`src/rtl/core/stok_pkg.sv`:
```
// ----------------------------------------------------------------------------
// stok_pkg
// Shared types, token kind codes and byte classes for the source tokenizer.
// ----------------------------------------------------------------------------
package stok_pkg;

  // Default widths of the running offset and the line/column counters
  localparam int unsigned OFFSET_WIDTH_DEF   = 32;
  localparam int unsigned POSITION_WIDTH_DEF = 16;

  // Result queue depth (power of two, at least 4)
  localparam int unsigned FIFO_DEPTH = 4;

  localparam logic [15:0] LENGTH_MAX = 16'hFFFF;

  // Token kind codes
  localparam logic [4:0] KIND_END    = 5'd0;
  localparam logic [4:0] KIND_PLUS   = 5'd1;
  localparam logic [4:0] KIND_MINUS  = 5'd2;
  localparam logic [4:0] KIND_SLASH  = 5'd3;
  localparam logic [4:0] KIND_STAR   = 5'd4;
  localparam logic [4:0] KIND_COMMA  = 5'd5;
  localparam logic [4:0] KIND_COLON  = 5'd6;
  localparam logic [4:0] KIND_SEMI   = 5'd7;
  localparam logic [4:0] KIND_LBRACE = 5'd8;
  localparam logic [4:0] KIND_RBRACE = 5'd9;
  localparam logic [4:0] KIND_LBRACK = 5'd10;
  localparam logic [4:0] KIND_RBRACK = 5'd11;
  localparam logic [4:0] KIND_LPAREN = 5'd12;
  localparam logic [4:0] KIND_RPAREN = 5'd13;
  localparam logic [4:0] KIND_PIPE   = 5'd14;
  localparam logic [4:0] KIND_DOT    = 5'd15;
  localparam logic [4:0] KIND_ARROW  = 5'd16;
  localparam logic [4:0] KIND_ISEQ   = 5'd17;
  localparam logic [4:0] KIND_EQUAL  = 5'd18;
  localparam logic [4:0] KIND_IDENT  = 5'd19;
  localparam logic [4:0] KIND_NUMBER = 5'd20;
  localparam logic [4:0] KIND_ERROR  = 5'd21;

  // Characters with special meaning
  localparam logic [7:0] CH_GT      = 8'h3E;  // '>'
  localparam logic [7:0] CH_EQ      = 8'h3D;  // '='
  localparam logic [7:0] CH_UNDER   = 8'h5F;  // '_'
  localparam logic [7:0] CH_NEWLINE = 8'h0A;
  localparam logic [7:0] CH_TAB     = 8'h09;
  localparam logic [7:0] CH_VTAB    = 8'h0B;
  localparam logic [7:0] CH_CR      = 8'h0D;
  localparam logic [7:0] CH_SPACE   = 8'h20;
  localparam logic [7:0] CH_NUL     = 8'h00;
  localparam logic [7:0] CH_PLUS    = 8'h2B;
  localparam logic [7:0] CH_MINUS   = 8'h2D;
  localparam logic [7:0] CH_SLASH   = 8'h2F;
  localparam logic [7:0] CH_STAR    = 8'h2A;
  localparam logic [7:0] CH_COMMA   = 8'h2C;
  localparam logic [7:0] CH_COLON   = 8'h3A;
  localparam logic [7:0] CH_SEMI    = 8'h3B;
  localparam logic [7:0] CH_LBRACE  = 8'h7B;
  localparam logic [7:0] CH_RBRACE  = 8'h7D;
  localparam logic [7:0] CH_LBRACK  = 8'h5B;
  localparam logic [7:0] CH_RBRACK  = 8'h5D;
  localparam logic [7:0] CH_LPAREN  = 8'h28;
  localparam logic [7:0] CH_RPAREN  = 8'h29;
  localparam logic [7:0] CH_PIPE    = 8'h7C;
  localparam logic [7:0] CH_DOT     = 8'h2E;

  typedef struct packed {
    logic [7:0] text_byte;
    logic       end_of_text;
  } in_item_t;

  typedef struct packed {
    logic [4:0]  tok_kind;
    logic [31:0] start_offset;
    logic [15:0] token_length;
    logic [15:0] line_number;
    logic [15:0] column_number;
    logic        last_of_text;
  } out_item_t;

  function automatic logic is_letter(logic [7:0] b);
    return ((b >= 8'h61) && (b <= 8'h7A)) || ((b >= 8'h41) && (b <= 8'h5A));
  endfunction

  function automatic logic is_digit(logic [7:0] b);
    return (b >= 8'h30) && (b <= 8'h39);
  endfunction

  function automatic logic is_space(logic [7:0] b);
    return (b == CH_TAB) || (b == CH_VTAB) || (b == CH_CR) ||
           (b == CH_NEWLINE) || (b == CH_SPACE);
  endfunction

  function automatic logic is_single(logic [7:0] b);
    logic hit;
    case (b)
      CH_NUL, CH_PLUS, CH_MINUS, CH_SLASH, CH_STAR, CH_COMMA, CH_COLON,
      CH_SEMI, CH_LBRACE, CH_RBRACE, CH_LBRACK, CH_RBRACK, CH_LPAREN,
      CH_RPAREN, CH_PIPE, CH_DOT: hit = 1'b1;
      default: hit = 1'b0;
    endcase
    return hit;
  endfunction

  function automatic logic [4:0] single_kind(logic [7:0] b);
    logic [4:0] k;
    case (b)
      CH_PLUS:   k = KIND_PLUS;
      CH_MINUS:  k = KIND_MINUS;
      CH_SLASH:  k = KIND_SLASH;
      CH_STAR:   k = KIND_STAR;
      CH_COMMA:  k = KIND_COMMA;
      CH_COLON:  k = KIND_COLON;
      CH_SEMI:   k = KIND_SEMI;
      CH_LBRACE: k = KIND_LBRACE;
      CH_RBRACE: k = KIND_RBRACE;
      CH_LBRACK: k = KIND_LBRACK;
      CH_RBRACK: k = KIND_RBRACK;
      CH_LPAREN: k = KIND_LPAREN;
      CH_RPAREN: k = KIND_RPAREN;
      CH_PIPE:   k = KIND_PIPE;
      CH_DOT:    k = KIND_DOT;
      default:   k = KIND_END;
    endcase
    return k;
  endfunction

endpackage

```
`src/rtl/core/stok_fifo.sv`:
```
// ----------------------------------------------------------------------------
// stok_fifo
// Small token queue: takes zero, one or two tokens per cycle, gives one.
// ----------------------------------------------------------------------------
module stok_fifo (
  input  logic                 clk_i,
  input  logic                 rst_ni,
  input  logic [1:0]           push_cnt_i,
  input  stok_pkg::out_item_t  push0_i,
  input  stok_pkg::out_item_t  push1_i,
  input  logic                 pop_i,
  output logic                 room2_o,
  output logic                 valid_o,
  output stok_pkg::out_item_t  data_o
);

  localparam int unsigned Depth  = stok_pkg::FIFO_DEPTH;
  localparam int unsigned PtrW   = $clog2(Depth);
  localparam int unsigned CountW = $clog2(Depth + 1);

  stok_pkg::out_item_t mem_q [Depth];
  logic [PtrW-1:0]     wr_ptr_q, wr_ptr_d, wr_ptr_nx;
  logic [PtrW-1:0]     rd_ptr_q, rd_ptr_d;
  logic [CountW-1:0]   count_q, count_d;
  logic                pop;

  assign pop      = pop_i && (count_q != '0);
  assign valid_o  = (count_q != '0);
  assign data_o   = mem_q[rd_ptr_q];
  assign room2_o  = (count_q <= CountW'(Depth - 2));
  assign wr_ptr_nx = wr_ptr_q + PtrW'(1);

  // Pointer and fill bookkeeping
  always_comb begin
    wr_ptr_d = wr_ptr_q + PtrW'(push_cnt_i);
    rd_ptr_d = rd_ptr_q + PtrW'(pop);
    count_d  = count_q + CountW'(push_cnt_i) - CountW'(pop);
  end

  always_ff @(posedge clk_i or negedge rst_ni) begin
    if (!rst_ni) begin
      wr_ptr_q <= '0;
      rd_ptr_q <= '0;
      count_q  <= '0;
    end else begin
      wr_ptr_q <= wr_ptr_d;
      rd_ptr_q <= rd_ptr_d;
      count_q  <= count_d;
    end
  end

  // Entry storage, no reset
  always_ff @(posedge clk_i) begin
    if (push_cnt_i != 2'd0) begin
      mem_q[wr_ptr_q] <= push0_i;
    end
    if (push_cnt_i == 2'd2) begin
      mem_q[wr_ptr_nx] <= push1_i;
    end
  end

endmodule

```
`src/rtl/core/stok_lexer.sv`:
```
// ----------------------------------------------------------------------------
// stok_lexer
// Per-byte classify and update of the running token state; yields up to two
// tokens per byte.
// ----------------------------------------------------------------------------
module stok_lexer #(
  parameter int unsigned OFFSET_WIDTH   = stok_pkg::OFFSET_WIDTH_DEF,
  parameter int unsigned POSITION_WIDTH = stok_pkg::POSITION_WIDTH_DEF
) (
  input  logic                 clk_i,
  input  logic                 rst_ni,
  input  logic                 step_i,
  input  stok_pkg::in_item_t   item_i,
  output stok_pkg::out_item_t  res0_o,
  output stok_pkg::out_item_t  res1_o,
  output logic [1:0]           res_cnt_o
);

  typedef enum logic [1:0] {
    PEND_NONE,
    PEND_EQUAL,
    PEND_IDENT,
    PEND_NUMBER
  } pend_e;

  localparam logic [POSITION_WIDTH-1:0] PosMax = {POSITION_WIDTH{1'b1}};

  pend_e                     pend_q, pend_d;
  logic [OFFSET_WIDTH-1:0]   tok_start_q, tok_start_d;
  logic [15:0]               tok_len_q, tok_len_d, tok_len_inc;
  logic [POSITION_WIDTH-1:0] tok_line_q, tok_line_d;
  logic [POSITION_WIDTH-1:0] tok_col_q, tok_col_d;
  logic [OFFSET_WIDTH-1:0]   offset_q, offset_d;
  logic [POSITION_WIDTH-1:0] line_q, line_d;
  logic [POSITION_WIDTH-1:0] col_q, col_d;
  logic                      err_q, err_d;

  logic [7:0]  b;
  logic        eot;
  logic        fresh;
  logic        a_v, f_v, e_v, c_v;
  logic [4:0]  a_kind, f_kind, e_kind;
  logic [15:0] a_len;
  stok_pkg::out_item_t tok_a, tok_f, tok_e, tok_c;

  function automatic stok_pkg::out_item_t make_tok(
    logic [4:0] kind, logic [OFFSET_WIDTH-1:0] start, logic [15:0] len,
    logic [POSITION_WIDTH-1:0] line, logic [POSITION_WIDTH-1:0] col);
    stok_pkg::out_item_t t;
    t.tok_kind      = kind;
    t.start_offset  = 32'(start);
    t.token_length  = len;
    t.line_number   = 16'(line);
    t.column_number = 16'(col);
    t.last_of_text  = 1'b0;
    return t;
  endfunction

  assign b   = item_i.text_byte;
  assign eot = item_i.end_of_text;
  assign tok_len_inc = (tok_len_q == stok_pkg::LENGTH_MAX) ? tok_len_q
                                                           : tok_len_q + 16'd1;

  // Token decisions: pending close (a), fresh byte (f), end-of-text flush (e)
  always_comb begin
    pend_d      = pend_q;
    tok_start_d = tok_start_q;
    tok_len_d   = tok_len_q;
    tok_line_d  = tok_line_q;
    tok_col_d   = tok_col_q;
    err_d       = err_q;
    fresh       = 1'b1;
    a_v         = 1'b0;
    a_kind      = stok_pkg::KIND_EQUAL;
    a_len       = 16'd1;
    f_v         = 1'b0;
    f_kind      = stok_pkg::KIND_ERROR;
    e_v         = 1'b0;
    e_kind      = stok_pkg::KIND_EQUAL;

    if (!err_q) begin
      case (pend_q)
        PEND_EQUAL: begin
          a_v    = 1'b1;
          pend_d = PEND_NONE;
          if (b == stok_pkg::CH_GT) begin
            a_kind = stok_pkg::KIND_ARROW;
            a_len  = 16'd2;
            fresh  = 1'b0;
          end else if (b == stok_pkg::CH_EQ) begin
            a_kind = stok_pkg::KIND_ISEQ;
            a_len  = 16'd2;
            fresh  = 1'b0;
          end
        end
        PEND_IDENT: begin
          if (stok_pkg::is_letter(b) || stok_pkg::is_digit(b) ||
              (b == stok_pkg::CH_UNDER)) begin
            tok_len_d = tok_len_inc;
            fresh     = 1'b0;
          end else begin
            a_v    = 1'b1;
            a_kind = stok_pkg::KIND_IDENT;
            a_len  = tok_len_q;
            pend_d = PEND_NONE;
          end
        end
        PEND_NUMBER: begin
          if (stok_pkg::is_letter(b) || stok_pkg::is_digit(b)) begin
            tok_len_d = tok_len_inc;
            fresh     = 1'b0;
          end else begin
            a_v    = 1'b1;
            a_kind = stok_pkg::KIND_NUMBER;
            a_len  = tok_len_q;
            pend_d = PEND_NONE;
          end
        end
        default: ;
      endcase

      // Fresh byte: skip, single token, start a pending token, or error
      if (fresh && !stok_pkg::is_space(b)) begin
        if (stok_pkg::is_single(b)) begin
          f_v    = 1'b1;
          f_kind = stok_pkg::single_kind(b);
        end else if ((b == stok_pkg::CH_EQ) || stok_pkg::is_letter(b) ||
                     (b == stok_pkg::CH_UNDER) || stok_pkg::is_digit(b)) begin
          if (b == stok_pkg::CH_EQ) begin
            pend_d = PEND_EQUAL;
          end else if (stok_pkg::is_digit(b)) begin
            pend_d = PEND_NUMBER;
          end else begin
            pend_d = PEND_IDENT;
          end
          tok_start_d = offset_q;
          tok_len_d   = 16'd1;
          tok_line_d  = line_q;
          tok_col_d   = col_q;
        end else begin
          f_v    = 1'b1;
          f_kind = stok_pkg::KIND_ERROR;
          err_d  = 1'b1;
        end
      end

      // Flush whatever is still pending at end of text
      if (eot && !err_d && (pend_d != PEND_NONE)) begin
        e_v = 1'b1;
        case (pend_d)
          PEND_IDENT:  e_kind = stok_pkg::KIND_IDENT;
          PEND_NUMBER: e_kind = stok_pkg::KIND_NUMBER;
          default:     e_kind = stok_pkg::KIND_EQUAL;
        endcase
      end
    end
  end

  // Position counters
  always_comb begin
    if (b == stok_pkg::CH_NEWLINE) begin
      col_d  = '0;
      line_d = (line_q == PosMax) ? line_q : line_q + POSITION_WIDTH'(1);
    end else begin
      col_d  = (col_q == PosMax) ? col_q : col_q + POSITION_WIDTH'(1);
      line_d = line_q;
    end
    offset_d = offset_q + OFFSET_WIDTH'(1);
  end

  // Result assembly
  always_comb begin
    tok_a = make_tok(a_kind, tok_start_q, a_len, tok_line_q, tok_col_q);
    tok_f = make_tok(f_kind, offset_q, 16'd1, line_q, col_q);
    tok_e = make_tok(e_kind, tok_start_d,
                     (pend_d == PEND_EQUAL) ? 16'd1 : tok_len_d,
                     tok_line_d, tok_col_d);
    c_v   = f_v || e_v;
    tok_c = f_v ? tok_f : tok_e;

    res0_o = a_v ? tok_a : tok_c;
    res1_o = tok_c;
    res0_o.last_of_text = eot && !(a_v && c_v);
    res1_o.last_of_text = eot;
    res_cnt_o = {a_v && c_v, a_v ^ c_v};
  end

  // Running state; end of text returns everything to the start condition
  always_ff @(posedge clk_i or negedge rst_ni) begin
    if (!rst_ni) begin
      pend_q      <= PEND_NONE;
      tok_start_q <= '0;
      tok_len_q   <= '0;
      tok_line_q  <= '0;
      tok_col_q   <= '0;
      offset_q    <= '0;
      line_q      <= '0;
      col_q       <= '0;
      err_q       <= 1'b0;
    end else if (step_i) begin
      if (eot) begin
        pend_q      <= PEND_NONE;
        tok_start_q <= '0;
        tok_len_q   <= '0;
        tok_line_q  <= '0;
        tok_col_q   <= '0;
        offset_q    <= '0;
        line_q      <= '0;
        col_q       <= '0;
        err_q       <= 1'b0;
      end else begin
        pend_q      <= pend_d;
        tok_start_q <= tok_start_d;
        tok_len_q   <= tok_len_d;
        tok_line_q  <= tok_line_d;
        tok_col_q   <= tok_col_d;
        offset_q    <= offset_d;
        line_q      <= line_d;
        col_q       <= col_d;
        err_q       <= err_d;
      end
    end
  end

endmodule

```
`src/rtl/core/source_tokenizer.sv`:
```
// ----------------------------------------------------------------------------
// source_tokenizer
// Streaming maximal-munch tokenizer: one text byte in, tokens out.
// ----------------------------------------------------------------------------
// Takes one byte per cycle while the queue has room and emits one token per
// cycle while out_ready_i is high. A byte is held in an input register,
// classified combinationally against the running token state, and its
// tokens (zero, one or two) go into a four-entry output queue; a token passes
// the input register and then the queue before it is presented at the output.
// Input is accepted every cycle while the queue has room for two tokens, so
// the sustained rate is one byte per cycle as long as the tokens are drained
// at one per cycle; a byte that closes one token and makes another (e.g. "a+")
// yields two tokens, which leave one after another through the single-token
// output port. A byte marked end_of_text flushes any open token, tags the
// final token with last_of_text and restarts offset, line and column at 0.
module source_tokenizer #(
  parameter int unsigned OFFSET_WIDTH   = stok_pkg::OFFSET_WIDTH_DEF,
  parameter int unsigned POSITION_WIDTH = stok_pkg::POSITION_WIDTH_DEF
) (
  input  logic                 clk_i,
  input  logic                 rst_ni,
  input  logic                 in_valid_i,
  output logic                 in_ready_o,
  input  stok_pkg::in_item_t   in_item_i,
  output logic                 out_valid_o,
  input  logic                 out_ready_i,
  output stok_pkg::out_item_t  out_item_o
);

  logic                in_valid_q;
  stok_pkg::in_item_t  in_item_q;
  logic                step;
  logic                room2;
  logic [1:0]          res_cnt;
  stok_pkg::out_item_t res0, res1;

  // Input register advances when the queue can absorb a worst-case byte
  assign step       = in_valid_q && room2;
  assign in_ready_o = !in_valid_q || step;

  always_ff @(posedge clk_i or negedge rst_ni) begin
    if (!rst_ni) begin
      in_valid_q <= 1'b0;
    end else if (in_ready_o) begin
      in_valid_q <= in_valid_i;
    end
  end

  always_ff @(posedge clk_i) begin
    if (in_ready_o && in_valid_i) begin
      in_item_q <= in_item_i;
    end
  end

  stok_lexer #(
    .OFFSET_WIDTH   (OFFSET_WIDTH),
    .POSITION_WIDTH (POSITION_WIDTH)
  ) u_lexer (
    .clk_i     (clk_i),
    .rst_ni    (rst_ni),
    .step_i    (step),
    .item_i    (in_item_q),
    .res0_o    (res0),
    .res1_o    (res1),
    .res_cnt_o (res_cnt)
  );

  stok_fifo u_fifo (
    .clk_i      (clk_i),
    .rst_ni     (rst_ni),
    .push_cnt_i (step ? res_cnt : 2'd0),
    .push0_i    (res0),
    .push1_i    (res1),
    .pop_i      (out_ready_i),
    .room2_o    (room2),
    .valid_o    (out_valid_o),
    .data_o     (out_item_o)
  );

endmodule
```
`config.mk`:
```
export PLATFORM = sky130hd
export DESIGN_NAME = source_tokenizer
export DESIGN_NICKNAME = d
export VERILOG_FILES = /design/src/rtl/core/stok_pkg.sv /design/src/rtl/core/stok_fifo.sv /design/src/rtl/core/stok_lexer.sv /design/src/rtl/core/source_tokenizer.sv
export SDC_FILE = /design/constraint.sdc
export NUM_CORES = 1
export LEC_CHECK = 0
export BUFFER_PORTS_ARGS = -buffer_cell sky130_fd_sc_hd__buf_2
export CAP_MARGIN = 30
export CORE_ASPECT_RATIO = 1.4
export CORE_MARGIN = 2
export CORE_UTILIZATION = 49
export CTS_CLUSTER_DIAMETER = 60
export DETAILED_ROUTE_END_ITERATION = 8
export GPL_ROUTABILITY_DRIVEN = 0
export PLACE_DENSITY = 0.66
export REMOVE_ABC_BUFFERS = 1
export SETUP_SLACK_MARGIN = 0.15
export SYNTH_ARGS = -nofsm -noshare
export SYNTH_HDL_FRONTEND = slang
export SYNTH_SLANG_ARGS = --single-unit
```
`constraint.sdc`:
```
create_clock -name clk_i -period 13.1 [get_ports clk_i]
set_input_delay 3.93 -clock clk_i [delete_from_list [all_inputs] [get_ports clk_i]]
set_output_delay 3.93 -clock clk_i [all_outputs]
set_load 0.01 [all_outputs]
```
==> results.sh <==
export IMPL_rrSetupSlack_ns=8.18
export IMPL_vdd_drop_max_v=0.0001446
export IMPL_grt_max_degree=92
export IMPL_ant_nets=0
export IMPL_cts_tree="yes"
export IMPL_clockBufferDepth=3
export IMPL_final_layout_size_suffix_gt1_share_pct=30.50
export IMPL_synth_cell_type_count=87
export IMPL_worst_endpoint_arrival_ns=2.77
export IMPL_finalSetupViolCount=0
export IMPL_cp_startpoint="u_fifo.rd_ptr_q[0]$_DFF_PN0_"
export IMPL_crit_top_cell="buf_16"
export IMPL_fin_crit_sh_pct=51.16
export IMPL_nFillCells=4051
export IMPL_timing_setup_tns_ns=0
export IMPL_grt_pass1_wl_mm=96.52
export IMPL_crit_path_start_kind="flip-flop"
export IMPL_status="finished, final reports clean"
export IMPL_grt_remaining_overflow=0
export IMPL_avgSynthCellArea_um2=13.99
export IMPL_slew_headroom_pct=27.24
export IMPL_yosys_warnings=0
export IMPL_synth_flop_cell="edfxtp_1"
export IMPL_pin_count=101
export IMPL_io_buffer_count=100
export IMPL_rsz0062_at_grt="false"
export IMPL_viasPerCell=6.241
export IMPL_crit_type="flip-flop to primary output"
export IMPL_hold_viol=0
export IMPL_crit_chain="buf_16 -> buf_4 -> buf_16 -> mux4_2 -> buf_2"
export IMPL_fmax_mhz=149.2
export IMPL_rows=98
export IMPL_worstPathMaxFanout=45
export IMPL_final_common_cell="edfxtp_1"
export IMPL_numCtsBuffers=50
export IMPL_worstRegToRegCells=12
export IMPL_dieArea_mm2=0.05309
export IMPL_max_stage_delay_ns=0.58
export IMPL_p_leak_nw=10.09
export IMPL_post_cts_resized=0
export IMPL_slowest_stage="dfrtp_4"
export IMPL_r2r_end="u_fifo.mem_q[2][56]$_DFFE_PP_"
export IMPL_clock_latency_ns=0.60
export IMPL_die_w_um=195.3
export IMPL_synth_area_leader_cell="edfxtp_1"
export IMPL_worst_clock_skew_ns=0.02997
export IMPL_ys_seq_elements=508
export IMPL_netlist_area_mm2=0.02511
export IMPL_synth_edf_count=353
export IMPL_antennaDiodeCount=0
export IMPL_fin_crit_ns=6.702
export IMPL_dr_pass1_iters=5
export IMPL_tightest_slew_ns=1.088
export IMPL_cts_sinks=508
export IMPL_drc=0
export IMPL_dp_hpwl_mm=37.66
export IMPL_total_power_mw=5.673
export IMPL_async_flop_share_pct=30.51
export IMPL_synthTopCellsByArea="edfxtp_1 (42%), dfrtp_1 (15%), mux2_2 (9.9%)"
export IMPL_hold_class="flip-flop to flip-flop"
export IMPL_cts_root_buffer="clkbuf_16"
export IMPL_grt_pass1_vias=16120
export IMPL_synth_cells=1795
export IMPL_powerDensity_mw_per_mm2=202.4
export IMPL_vias=15740
export IMPL_path_clk_slew_ns=0.06
export IMPL_crit_path_end_kind="primary output"
export IMPL_wl_mm=61.81
export IMPL_post_cts_buffers=0
export IMPL_slew_violations=0
export IMPL_grt_usage_pct=23.58
export IMPL_wl_per_cell_um=24.51
export IMPL_max_cap_violations=0
export IMPL_nNetsFinal=1854
export IMPL_area_growth_syn_to_layout_pct=11.67
export IMPL_final_cell_mix="edfxtp_1 (353), mux2_2 (221), dfrtp_1 (153), buf_2 (99), nand2_1 (93)"
export IMPL_synth_top_area_share_pct=42.22
export IMPL_endpoint="out_item_o[13]"
export IMPL_ys_seq_area_share_pct=57.67
export IMPL_hold_buffers=0
export IMPL_initial_utilization_pct=49.34
export IMPL_cp_required_ns=9.17
export IMPL_core_mm2=0.05089
export IMPL_antenna_found_initial=0
export IMPL_drtIter0Drc=1377
export IMPL_timing_rr_start="in_item_q[2]$_DFFE_PP_"
export IMPL_die_h_um=271.8
export IMPL_cts_max_level=2
==> registers in the layout (all words and copies together) (netlist names), 3 cells and up <==
signal	count
u_lexer.tok_line_q	16
u_lexer.col_q	16
u_lexer.offset_q	32
u_lexer.tok_len_q	16
u_fifo.mem_q	344
u_lexer.tok_start_q	32
u_lexer.tok_col_q	16
in_item_q	9
u_lexer.line_q	16
u_fifo.count_q	3
==> cell type report <==
cell class / instances / area [um2] / share of cell area (%)
clock buffers: 70 / 1438 / 5.128
inverters: 25 / 93.84 / 0.3347
multi-input cells: 1105 / 9817 / 35.02
clock inverters: 24 / 307.8 / 1.098
flip-flops and latches: 508 / 14490 / 51.67
well taps: 650 / 813.3 / 2.901
repair buffers: 140 / 1080 / 3.851
==> how the worst min path moves through the flow <==
stage | from | to | slack, ns | cells past startpoint
CTS | u_fifo.count_q[2]$_DFF_PN0_ | u_fifo.count_q[2]$_DFF_PN0_ | 0.53 | 1
global placement | u_fifo.count_q[2]$_DFF_PN0_ | u_fifo.count_q[2]$_DFF_PN0_ | 0.48 | 1
detailed placement | u_fifo.count_q[2]$_DFF_PN0_ | u_fifo.count_q[2]$_DFF_PN0_ | 0.51 | 1
global route | u_fifo.count_q[2]$_DFF_PN0_ | u_fifo.count_q[2]$_DFF_PN0_ | 0.54 | 1
finish | u_fifo.count_q[2]$_DFF_PN0_ | u_fifo.count_q[2]$_DFF_PN0_ | 0.52 | 1
floorplan | u_fifo.count_q[2]$_DFF_PN0_ | u_fifo.count_q[2]$_DFF_PN0_ | 0.46 | 1
==> kinds of logic after synthesis <==
kind of cell               Yosys count  share of synthesized area (%)
AOI/OAI and AO/OA                  300                          9.020
buffers and inverters              182                          3.434
xor gates and xnor gates            43                          1.500
DFF                                508                          57.67
muxes                              355                          19.72
and+or+nand+nor                    395                          8.039
adders and majority gates           12                         0.6180
==> cells in the mapped netlist (25+ instances only) <==
cell type,instances
a22o_1,69
a31oi_1,32
inv_1,25
nand3_1,43
o21ai_0,49
edfxtp_1,353
nor3_1,30
buf_2,38
a21oi_1,48
mux2_2,221
nand2_1,93
mux2_1,36
clkbuf_1,73
dfrtp_1,155
nor2_1,94
xnor2_1,26
mux4_2,86
==> stage by stage <==
stage	instance area, um2	std cells	utilization [%]	setup WS [ns]	hold WS (ns)
after detailed placement	26150	2422	51.38	6.606	0.5113
after global routing	28040	2522	55.09	6.234	0.5442
after global placement	25900	2412	50.89	6.385	0.4803
after CTS	27890	2516	54.81	5.960	0.5275
after floorplan	24340	1638	-	3.640	0.4594
final	28040	2522	55.09	6.398	0.5234
==> power by group <==
group | switching [mW] | leakage (nW) | internal, mW
combinational | 1.19 | 4.14 | 0.816
sequential | 0.165 | 5.10 | 1.99
clock | 0.626 | 0.854 | 0.889
==> layer usage <==
| metal | global-route usage [%] | wire length (um) | share of wire (%) |
|---|---|---|---|
| met1 | 30.67 | 25620 | 41 |
| met2 | 40.72 | 31670 | 51 |
| met3 | 3.021 | 2534 | 4.1 |
| met4 | 8.598 | 1983 | 3.2 |
| met5 | 0 | 0 | 0 |
==> worst max-delay path: cells and delay by family, from the launching register on <==
family,cells,cell delay (ns)
muxes,1,0.56
buffers and inverters,4,0.95
DFF,1,0.58
No activity file was read; power rests on OpenSTA's default activity.
